**config.mk**
```make
export PLATFORM = sky130hd
export DESIGN_NAME = indexed_list_buffer_top
export DESIGN_NICKNAME = d
export VERILOG_FILES = /design/src/rtl/ilb_pkg.sv /design/src/rtl/ilb_ctrl.sv /design/src/rtl/ilb_datapath.sv /design/src/rtl/indexed_list_buffer_top.sv
export SDC_FILE = /design/constraint.sdc
export NUM_CORES = 2
export LEC_CHECK = 0
export BUFFER_PORTS_ARGS = -buffer_cell sky130_fd_sc_hd__buf_4
export CORE_UTILIZATION = 40
export DETAILED_ROUTE_END_ITERATION = 8
export PLACE_DENSITY = 0.53
export SYNTH_ARGS = -nofsm -noshare
export SYNTH_HDL_FRONTEND = slang
export SYNTH_SLANG_ARGS = --single-unit
export TNS_END_PERCENT = 20
```
**constraint.sdc**
```tcl
create_clock -name clk -period 15.35 [get_ports clk]
set_input_delay 1.535 -clock clk [delete_from_list [all_inputs] [get_ports clk]]
set_output_delay 1.535 -clock clk [all_outputs]
set_load 0.01 [all_outputs]
```
**src/rtl/ilb_pkg.sv**
```systemverilog
// shared types, codes and defaults for the indexed list buffer
package ilb_pkg;

	localparam int DEPTH_DEFAULT      = 16;
	localparam int WORD_WIDTH_DEFAULT = 32;
	localparam int CMD_W              = 3;
	localparam int STATUS_W           = 2;

	typedef enum logic [CMD_W-1:0] {
		CMD_APPEND = 3'd0,
		CMD_REMOVE = 3'd1,
		CMD_INSERT = 3'd2,
		CMD_ERASE  = 3'd3,
		CMD_READ   = 3'd4,
		CMD_WRITE  = 3'd5,
		CMD_RESIZE = 3'd6
	} cmd_t;

	typedef enum logic [STATUS_W-1:0] {
		STAT_OK    = 2'd0,
		STAT_FULL  = 2'd1,
		STAT_EMPTY = 2'd2,
		STAT_RANGE = 2'd3
	} status_t;

	typedef enum logic {
		OUT_FREE = 1'b0,
		OUT_HELD = 1'b1
	} state_t;

	typedef struct packed {
		logic load;
		logic commit;
	} dp_ctrl_t;

	typedef struct packed {
		status_t status;
	} dp_stat_t;

endpackage

```
**src/rtl/ilb_ctrl.sv**
```systemverilog
// controller: output register occupancy, handshakes and commit decision
module ilb_ctrl (
	input  logic                clk,
	input  logic                arst_n,
	input  logic                s_tvalid,
	output logic                s_tready,
	output logic                m_tvalid,
	input  logic                m_tready,
	input  ilb_pkg::dp_stat_t   dp_stat,
	output ilb_pkg::dp_ctrl_t   dp_ctrl
);

	ilb_pkg::state_t state_q;
	ilb_pkg::state_t state_next;
	logic            load;

	always_ff @(posedge clk or negedge arst_n) begin
		if (!arst_n) begin
			state_q <= ilb_pkg::OUT_FREE;
		end else begin
			state_q <= state_next;
		end
	end

	always_comb begin
		state_next = state_q;
		case (state_q)
			ilb_pkg::OUT_FREE: begin
				if (load) state_next = ilb_pkg::OUT_HELD;
			end
			ilb_pkg::OUT_HELD: begin
				if (!load && m_tready) state_next = ilb_pkg::OUT_FREE;
			end
			default: begin
				state_next = ilb_pkg::OUT_FREE;
			end
		endcase
	end

	always_comb begin
		s_tready       = 1'b0;
		m_tvalid       = 1'b0;
		case (state_q)
			ilb_pkg::OUT_FREE: begin
				s_tready = 1'b1;
			end
			ilb_pkg::OUT_HELD: begin
				s_tready = m_tready;
				m_tvalid = 1'b1;
			end
			default: begin
				s_tready = 1'b0;
			end
		endcase
		load           = s_tvalid && s_tready;
		dp_ctrl.load   = load;
		dp_ctrl.commit = load && (dp_stat.status == ilb_pkg::STAT_OK);
	end

endmodule

```
**src/rtl/ilb_datapath.sv**
```systemverilog
// datapath: row of element cells, length register, checks and result register
module ilb_datapath #(
	parameter int DEPTH      = ilb_pkg::DEPTH_DEFAULT,
	parameter int WORD_WIDTH = ilb_pkg::WORD_WIDTH_DEFAULT,
	parameter int CNT_W      = $clog2(DEPTH + 1)
) (
	input  logic                  clk,
	input  logic                  arst_n,
	input  ilb_pkg::cmd_t         command,
	input  logic [CNT_W-1:0]      position,
	input  logic [WORD_WIDTH-1:0] word_in,
	input  ilb_pkg::dp_ctrl_t     dp_ctrl,
	output ilb_pkg::dp_stat_t     dp_stat,
	output logic [WORD_WIDTH-1:0] read_word,
	output logic [CNT_W-1:0]      count,
	output logic                  is_empty,
	output ilb_pkg::status_t      status
);

	localparam int               IDX_W   = $clog2(DEPTH);
	localparam logic [CNT_W-1:0] DEPTH_C = CNT_W'(DEPTH);
	localparam logic [CNT_W-1:0] ONE_C   = CNT_W'(1);

	logic [WORD_WIDTH-1:0] cells_q [DEPTH];
	logic [CNT_W-1:0]      len_q;
	logic [CNT_W-1:0]      len_next;
	logic [CNT_W-1:0]      count_next;
	logic [WORD_WIDTH-1:0] rd_word;
	ilb_pkg::status_t      st;

	logic [WORD_WIDTH-1:0] read_word_q;
	logic [CNT_W-1:0]      count_q;
	ilb_pkg::status_t      status_q;

	always_comb begin
		st       = ilb_pkg::STAT_OK;
		len_next = len_q;
		case (command)
			ilb_pkg::CMD_APPEND: begin
				if (len_q >= DEPTH_C) st = ilb_pkg::STAT_FULL;
				len_next = len_q + ONE_C;
			end
			ilb_pkg::CMD_REMOVE: begin
				if (len_q == '0) st = ilb_pkg::STAT_EMPTY;
				len_next = len_q - ONE_C;
			end
			ilb_pkg::CMD_INSERT: begin
				if (len_q >= DEPTH_C) st = ilb_pkg::STAT_FULL;
				else if (position > len_q) st = ilb_pkg::STAT_RANGE;
				len_next = len_q + ONE_C;
			end
			ilb_pkg::CMD_ERASE: begin
				if (len_q == '0) st = ilb_pkg::STAT_EMPTY;
				else if (position >= len_q) st = ilb_pkg::STAT_RANGE;
				len_next = len_q - ONE_C;
			end
			ilb_pkg::CMD_READ, ilb_pkg::CMD_WRITE: begin
				if (position >= len_q) st = ilb_pkg::STAT_RANGE;
			end
			ilb_pkg::CMD_RESIZE: begin
				if (position > DEPTH_C) st = ilb_pkg::STAT_RANGE;
				len_next = position;
			end
			default: begin
				st = ilb_pkg::STAT_OK;
			end
		endcase
		dp_stat.status = st;
		if (command == ilb_pkg::CMD_READ && st == ilb_pkg::STAT_OK) begin
			rd_word = cells_q[position[IDX_W-1:0]];
		end else begin
			rd_word = '0;
		end
	end

	assign count_next = dp_ctrl.commit ? len_next : len_q;

	for (genvar i = 0; i < DEPTH; i++) begin : g_cell
		localparam logic [CNT_W-1:0] IDX    = CNT_W'(i);
		localparam logic [CNT_W-1:0] IDX_P1 = CNT_W'(i + 1);
		logic [WORD_WIDTH-1:0] below;
		logic [WORD_WIDTH-1:0] above;
		logic [WORD_WIDTH-1:0] cell_next;

		if (i > 0) begin : g_below
			assign below = cells_q[i-1];
		end else begin : g_no_below
			assign below = cells_q[i];
		end
		if (i < DEPTH - 1) begin : g_above
			assign above = cells_q[i+1];
		end else begin : g_no_above
			assign above = cells_q[i];
		end

		always_comb begin
			cell_next = cells_q[i];
			case (command)
				ilb_pkg::CMD_APPEND: begin
					if (IDX == len_q) cell_next = word_in;
				end
				ilb_pkg::CMD_INSERT: begin
					if (IDX == position) cell_next = word_in;
					else if (IDX > position && IDX <= len_q) cell_next = below;
				end
				ilb_pkg::CMD_ERASE: begin
					if (IDX >= position && IDX_P1 < len_q) cell_next = above;
				end
				ilb_pkg::CMD_WRITE: begin
					if (IDX == position) cell_next = word_in;
				end
				ilb_pkg::CMD_RESIZE: begin
					if (IDX >= len_q && IDX < position) cell_next = word_in;
				end
				default: begin
					cell_next = cells_q[i];
				end
			endcase
		end

		always_ff @(posedge clk) begin
			if (dp_ctrl.commit) cells_q[i] <= cell_next;
		end
	end

	always_ff @(posedge clk or negedge arst_n) begin
		if (!arst_n) begin
			len_q <= '0;
		end else if (dp_ctrl.commit) begin
			len_q <= len_next;
		end
	end

	always_ff @(posedge clk) begin
		if (dp_ctrl.load) begin
			read_word_q <= rd_word;
			count_q     <= count_next;
			status_q    <= st;
		end
	end

	assign read_word = read_word_q;
	assign count     = count_q;
	assign is_empty  = (count_q == '0);
	assign status    = status_q;

endmodule

```
**src/rtl/indexed_list_buffer_top.sv**
```systemverilog
// top level of the indexed list buffer
//
// an ordered list of up to DEPTH words held in a row of cells. each transfer
// on the slave side carries one command (append, remove last, insert, erase,
// read, write, resize); each produces exactly one result transfer on the
// master side with the read word, the new count, an empty flag and a status.
// full, empty and bad-index commands report a status and change nothing.
// results are registered: an accepted command shows its result from the cycle
// after acceptance on. throughput: one command per cycle while the receiver takes
// each result; every cell takes its shifted, written or filled value in the cycle
// of acceptance, so only the single result register sets the pace.
// when the receiver stalls, the result register holds and s_tready drops
// until the result is taken; a new command is accepted in the same cycle the
// held result leaves.
// reset clears the length and empties the result register; element cells
// have no reset and are only read after being written.
module indexed_list_buffer_top #(
	parameter int DEPTH      = ilb_pkg::DEPTH_DEFAULT,
	parameter int WORD_WIDTH = ilb_pkg::WORD_WIDTH_DEFAULT,
	parameter int CNT_W      = $clog2(DEPTH + 1),
	parameter int IN_W       = ((ilb_pkg::CMD_W + CNT_W + WORD_WIDTH + 7) / 8) * 8,
	parameter int OUT_W      = ((WORD_WIDTH + CNT_W + 1 + ilb_pkg::STATUS_W + 7) / 8) * 8
) (
	input  logic             clk,
	input  logic             arst_n,
	input  logic             s_tvalid,
	output logic             s_tready,
	input  logic [IN_W-1:0]  s_tdata,  // command, position, word_in
	output logic             m_tvalid,
	input  logic             m_tready,
	output logic [OUT_W-1:0] m_tdata   // read_word, count, is_empty, status
);

	localparam int POS_LO  = ilb_pkg::CMD_W;
	localparam int WORD_LO = POS_LO + CNT_W;
	localparam int IN_USED = WORD_LO + WORD_WIDTH;

	ilb_pkg::dp_ctrl_t     dp_ctrl;
	ilb_pkg::dp_stat_t     dp_stat;
	ilb_pkg::cmd_t         command;
	logic [CNT_W-1:0]      position;
	logic [WORD_WIDTH-1:0] word_in;
	logic [WORD_WIDTH-1:0] read_word;
	logic [CNT_W-1:0]      count;
	logic                  is_empty;
	ilb_pkg::status_t      status;

	assign command   = ilb_pkg::cmd_t'(s_tdata[ilb_pkg::CMD_W-1:0]);
	assign position  = s_tdata[WORD_LO-1:POS_LO];
	assign word_in   = s_tdata[IN_USED-1:WORD_LO];

	ilb_ctrl u_ctrl (
		.clk      (clk),
		.arst_n   (arst_n),
		.s_tvalid (s_tvalid),
		.s_tready (s_tready),
		.m_tvalid (m_tvalid),
		.m_tready (m_tready),
		.dp_stat  (dp_stat),
		.dp_ctrl  (dp_ctrl)
	);

	ilb_datapath #(
		.DEPTH      (DEPTH),
		.WORD_WIDTH (WORD_WIDTH),
		.CNT_W      (CNT_W)
	) u_datapath (
		.clk       (clk),
		.arst_n    (arst_n),
		.command   (command),
		.position  (position),
		.word_in   (word_in),
		.dp_ctrl   (dp_ctrl),
		.dp_stat   (dp_stat),
		.read_word (read_word),
		.count     (count),
		.is_empty  (is_empty),
		.status    (status)
	);

	assign m_tdata = OUT_W'({status, is_empty, count, read_word});

endmodule

```
---- Yosys cells after proc, flatten, opt, wreduce, memory -nomap -nowiden ----
Memories as Yosys holds them, arrays and structs flattened. A register that Yosys moved wholly into a read port is not among the register bits.
Index checks and enable logic that the tools add are counted.
cells by class
  $add $sub $neg .......................... 2
  multiplexer cells ....................... 126
  bitwise operators ....................... 1
  equality and inequality tests ........... 36
  reductions and logical operators ........ 61
  order comparisons ....................... 96
operator list
  cell                  number
  $mux W32              93
  $pmux W32 S5          14
  $pmux W32 S4          2
  $eq A4 B5 Y1 const A  16
  $lt A4 B5 Y1 const A  16
  $ge A4 B5 Y1 const A  15
  $logic_and A1 B1 Y1   50
  $eq A3 B5 Y1 const A  8
  $ge A3 B5 Y1 const A  8
  $gt A4 B5 Y1 const A  8
  $le A4 B5 Y1 const A  8
  $lt A3 B5 Y1 const A  8
  $eq A2 B5 Y1 const A  4
  $ge A1 B5 Y1 const A  4
  $ge A2 B5 Y1 const A  4
  $gt A3 B5 Y1 const A  4
  $le A3 B5 Y1 const A  4
  $lt A2 B5 Y1 const A  4
  $logic_not A5 Y1      3
  $lt A1 B5 Y1 const A  3
  $pmux W5 S3           1
  $mux W2               6
  $pmux W2 S6           1
  $eq A1 B5 Y1 const A  2
  other kinds (21)      36
word-level totals
  flip-flop bits (word level) ............. 13
  memories ................................ 1
  output and inout bits ................... 42
  RAM bits ................................ 512
  input port bits ......................... 44
memories
  memory              words  width  read ports  clocked after Yosys merged registers in  write ports  line                RTL
  u_datapath.cells_q  16     32     17          1                                        16           ilb_datapath.sv:24  logic [WORD_WIDTH-1:0] cells_q [DEPTH];

---- Depth between registers and ports, before layout ----
  word-level depth ........................ 8
  mapped depth ............................ 12
  gate-level depth less buffers ........... 8

---- Hierarchy ----
From an unflattened synthesis, not the netlist that was laid out.
unflattened totals
  cells, all modules ...................... 3,109
  area, all modules ....................... 32,849.0 µm²
modules (own cells, without submodules)
  module                   cells each  times used  area an instance (µm²)  seq. area each (µm²)
  ilb_datapath             3,101       1           32,772.7                16,671.0
  ilb_ctrl                 7           1           68.8                    25.0
  indexed_list_buffer_top  1           1           7.5                     0.0

---- Least setup slack after synthesis ----
OpenSTA, ideal clock, no wires.
  path kind ............................... input-to-reg
  start ................................... input port m_tready
  end ..................................... memory u_datapath.cells_q[4][0] (netlist name) (enable)
  buffers on the path ..................... 1
  data required time ...................... 14.756 ns
  setup slack ............................. 6.206 ns
  cell stages on the path ................. 7
  data arrival time ....................... 8.550 ns
  cells stage by stage .................... nand2b_1 -> and2_1 -> a21boi_0 -> nand3_1 -> or2_1 -> buf_2 -> a2111oi_0
RTL lines
  element          line                           RTL
  start, declared  indexed_list_buffer_top.sv:30  input logic m_tready,
  end, declared    ilb_datapath.sv:24

==> metrics.md <==
| Metric | Value |
|---|---|
| Status | finished clean |
| Vias/cell | approximately 6.7 |
| Top cells by count, synth | edfxtp_1 (551), nand2_1 (425), o21ai_0 (339), a21oi_1 (303), nor2_1 (296) |
| Final Wtd Congestion | approximately 0.85 |
| Synth area leaders | edfxtp_1 (52%), o21ai_0 (5.3%), nand2_1 (5.0%), a21oi_1 (4.7%), mux4_2 (4.5%) |
| Post-synthesis sequential area ratio | between 50% and 60% |
| Shortest period the worst path allows | 5.310 ns |
| Simple-gate portion of the synthesized area | between 10 and 15% |
| Antenna Nets Post-Route | 0 |
| MaxCap Viol Count | 0 |
| # fillers | ~7500 |
| CTS Buffer Depth | 3 |
| Chip width | roughly 280 um |
| IO buf count | 85 |
| DR DRC count | 0 |
| Worst Setup Start Kind | input port |
| Largest family of logic cells by synthesized area | compound AO/OA/AOI/OAI gates |
| Clock skew | 0.01783 ns |
| Total CTS buffers | 67 |
| CTS sink count | around 560 |
| Setup Fix Bufs, Post-CTS | 0 |
| Setup TNS | 0 ns |
| Root Buffer Master | clkbuf_16 |
| Critical path fanouts, max | 69 |
| Metal2 WL | around 57000 um |
| CTS H-tree depth | 3 |
| Max transition margin | ~18% |
| Initial antenna violation count | 6 |
| CTS tree | built |
| Reg area | around 17000 um2 |
| Max IR drop VDD | about 70 uV |
| Die Y | roughly 280 um |
| Wl on met1 | 51930 um |
| Top_reg_cell synth | edfxtp_1 |
| Vias in the first global route | 26640 |
| Most common cell in the synthesized netlist | edfxtp_1 |
| P&R area growth vs syn | 11.24% |
| First-pass GRT wire length | between 150000 and 200000 um |
| Proportion of synthesized area in mux cells | around a tenth |
| Final period util | about 35% |
| Row count | a little over 100 |
| Synth Area in Compound Gates | approximately 22% |
| Slew Viols, Final | 0 |
| Synth Area in Adders | less than 1% |
| CTS resizes | 0 |
| Wire length on met3 | 12400 um |
| Area leader, netlist | edfxtp_1 |
| Post-CTS Hold Buffers | 0 |
| Length of the first detailed-routing pass in iterations | 8 |
| Largest net degree at the start of global routing | roughly 130 |
| Core ar. | between 70000 and 80000 um2 |
| Fin nets | ~3100 |
| Yosys top cell area share | around half |
| Mapped cell area | 32020 um2 |
| Pwr Density | 117.9 nW/um2 |
| Hold Crit Class | reg -> reg |
| Die ar. | slightly above 80000 um2 |
| Final setup vio count | 0 |
| Via Count | ~28000 |
| Seq cells post-synth | between 500 and 600 |
| R2r setup slk | around 10 ns |
| Final Hold Fails | 0 |
| Avg Cell Area, Syn | between 10 and 15 um2 |
| Unrepaired setup endpoints after global routing | no |
| Fin util | between 40% and 50% |
| Synth Area in XOR/XNOR | less than 1% |
| Tot Pwr | between 4000 and 5000 uW |
| CP endpoint kind | flop |
| Setup CP Type | in -> reg |
| P_leak | about 0.012 uW |
| Syn Inst Count | approximately 3200 |
| Ports | between 80 and 90 |
| HPWL Detailed | 69320 um |
| Aggregate global-route resource usage | ~30% |
| Highest routed layer | met5 |
| Ys Warns | 0 |
| Share of cells above drive strength 1 | 12.57% |
| Clk_lat worst skew | 0.61 ns |
| EDFF count, synth | roughly 550 |
| Routed WL per cell | about 30 um |
| Fmax | approximately 190 MHz |
| Library cells used by synthesis | between 60 and 70 |
| Final WL | between 100000 and 150000 um |
| Clock transition at path regs | approximately 0.060 ns |
| Worst EP required | between 15 and 20 ns |
| Initial Utilization | slightly above 40% |
| Fraction of registers with async set/reset | under 10% |
| Slew @ Worst Pin | around 1.2 ns |
| Syn nets | roughly 3200 |
| Starting DRC count in detailed routing | 4054 |
| Footprint of the multi-input gates | roughly 14000 um2 |
| Crit path DAT | 5.55 ns |
| Total gr overflow | 0 |
-- cell usage in the layout (no fill, tap or decap), drive strengths merged, types with 3 or more instances in the layout --
| cell | Yosys | final |
|---|---|---|
| edfxtp | 551 | 551 |
| nand2 | 425 | 425 |
| o21ai | 340 | 340 |
| a21oi | 303 | 303 |
| nor2 | 296 | 296 |
| o22ai | 223 | 223 |
| a22oi | 190 | 190 |
| buf | 41 | 148 |
| mux2i | 130 | 130 |
| clkbuf | 289 | 86 |
| and3 | 66 | 66 |
| mux4 | 64 | 64 |
| a211oi | 39 | 39 |
| o221ai | 34 | 34 |
| mux2 | 33 | 33 |
| clkinv | 3 | 31 |
| a31oi | 24 | 24 |
| nor3 | 15 | 15 |
| nand3 | 14 | 14 |
| ha | 10 | 10 |
| inv | 8 | 10 |
| nor2b | 8 | 8 |
| nand2b | 8 | 8 |
| dfrtp | 6 | 6 |
| and2 | 6 | 6 |
| a2111oi | 6 | 6 |
| a32oi | 5 | 5 |
| a21o | 5 | 5 |
| nor4 | 5 | 5 |
| or2 | 4 | 4 |
| or3 | 3 | 3 |
| nand3b | 3 | 3 |
| o31ai | 3 | 3 |
-- cells by family after synthesis --
family	Yosys count
DFF	557
and+or+nand+nor	860
buffers and inverters	341
adders and majority gates	10
xor gates and xnor gates	2
AOI/OAI and AO/OA	1194
muxes	227
-- report_power, final --
group | internal (uW) | total [uW] | switching, uW
clock network | 858 | 1510 | 656
registers | 1810 | 1910 | 96.7
logic | 244 | 775 | 531
-- metrics by stage --
| step | instance area, um2 | setup slack, ns | hold slack (ns) | instances |
|---|---|---|---|---|
| finish | 35620 | 10.04 | 0.5484 | 4178 |
| global route | 35620 | 9.781 | 0.5836 | 4178 |
| CTS | 35620 | 10.09 | 0.5574 | 4177 |
| detailed placement | 33600 | 9.454 | 0.5430 | 4059 |
| global placement | 33600 | 9.431 | 0.5232 | 4059 |
| floorplan | 32020 | 6.206 | 0.5201 | 3191 |
-- worst max-delay path: stages --
cell and delay (ns):
buf_8 0.52, inv_1 0.15, ha_1 0.36, nor2b_1 0.13, o221ai_1 0.16, a222oi_1 0.55
nand3_1 0.49, or2_1 0.37, buf_4 0.26, a2111oi_2 0.29, buf_4 0.64
-- state kept, by name (all words and copies together), names as in the netlist --
name and cells:
u_datapath.len_q 5, u_ctrl.state_q 1, u_datapath.cells_q 512, u_datapath.count 5, u_datapath.status 2, u_datapath.read_word 32
-- routing by layer --
metal	global-route usage, %	vias to the layer above
met5	0	-
met4	10.20	6
met3	5.360	261
met2	46.61	1811
met1	42.08	13850
li1	-	11980
-- final timing paths --
path                                          start                        end  cells past startpoint
max in group asynchronous                    arst_n             u_ctrl.state_q                      1
worst min-delay path                 u_ctrl.state_q             u_ctrl.state_q                      2
worst min register to register       u_ctrl.state_q             u_ctrl.state_q                      2
worst max register to register  u_datapath.len_q[1]  u_datapath.cells_q[4][12]                     10
min in group asynchronous                    arst_n        u_datapath.len_q[3]                      1
worst max-delay path                     s_tdata[3]  u_datapath.cells_q[4][12]                     11
-- layout make-up --
cell class | count | area share [%]
Antenna cell | 1 | 0.007025
Clock buffer | 86 | 5.142
Inverter | 11 | 0.1370
Timing Repair Buffer | 148 | 3.196
Sequential cell | 557 | 46.87
Clock inverter | 32 | 0.5233
Multi-Input combinational cell | 2293 | 40.44
Tap cell | 1050 | 3.688
(Power assumes the default switching activity.)
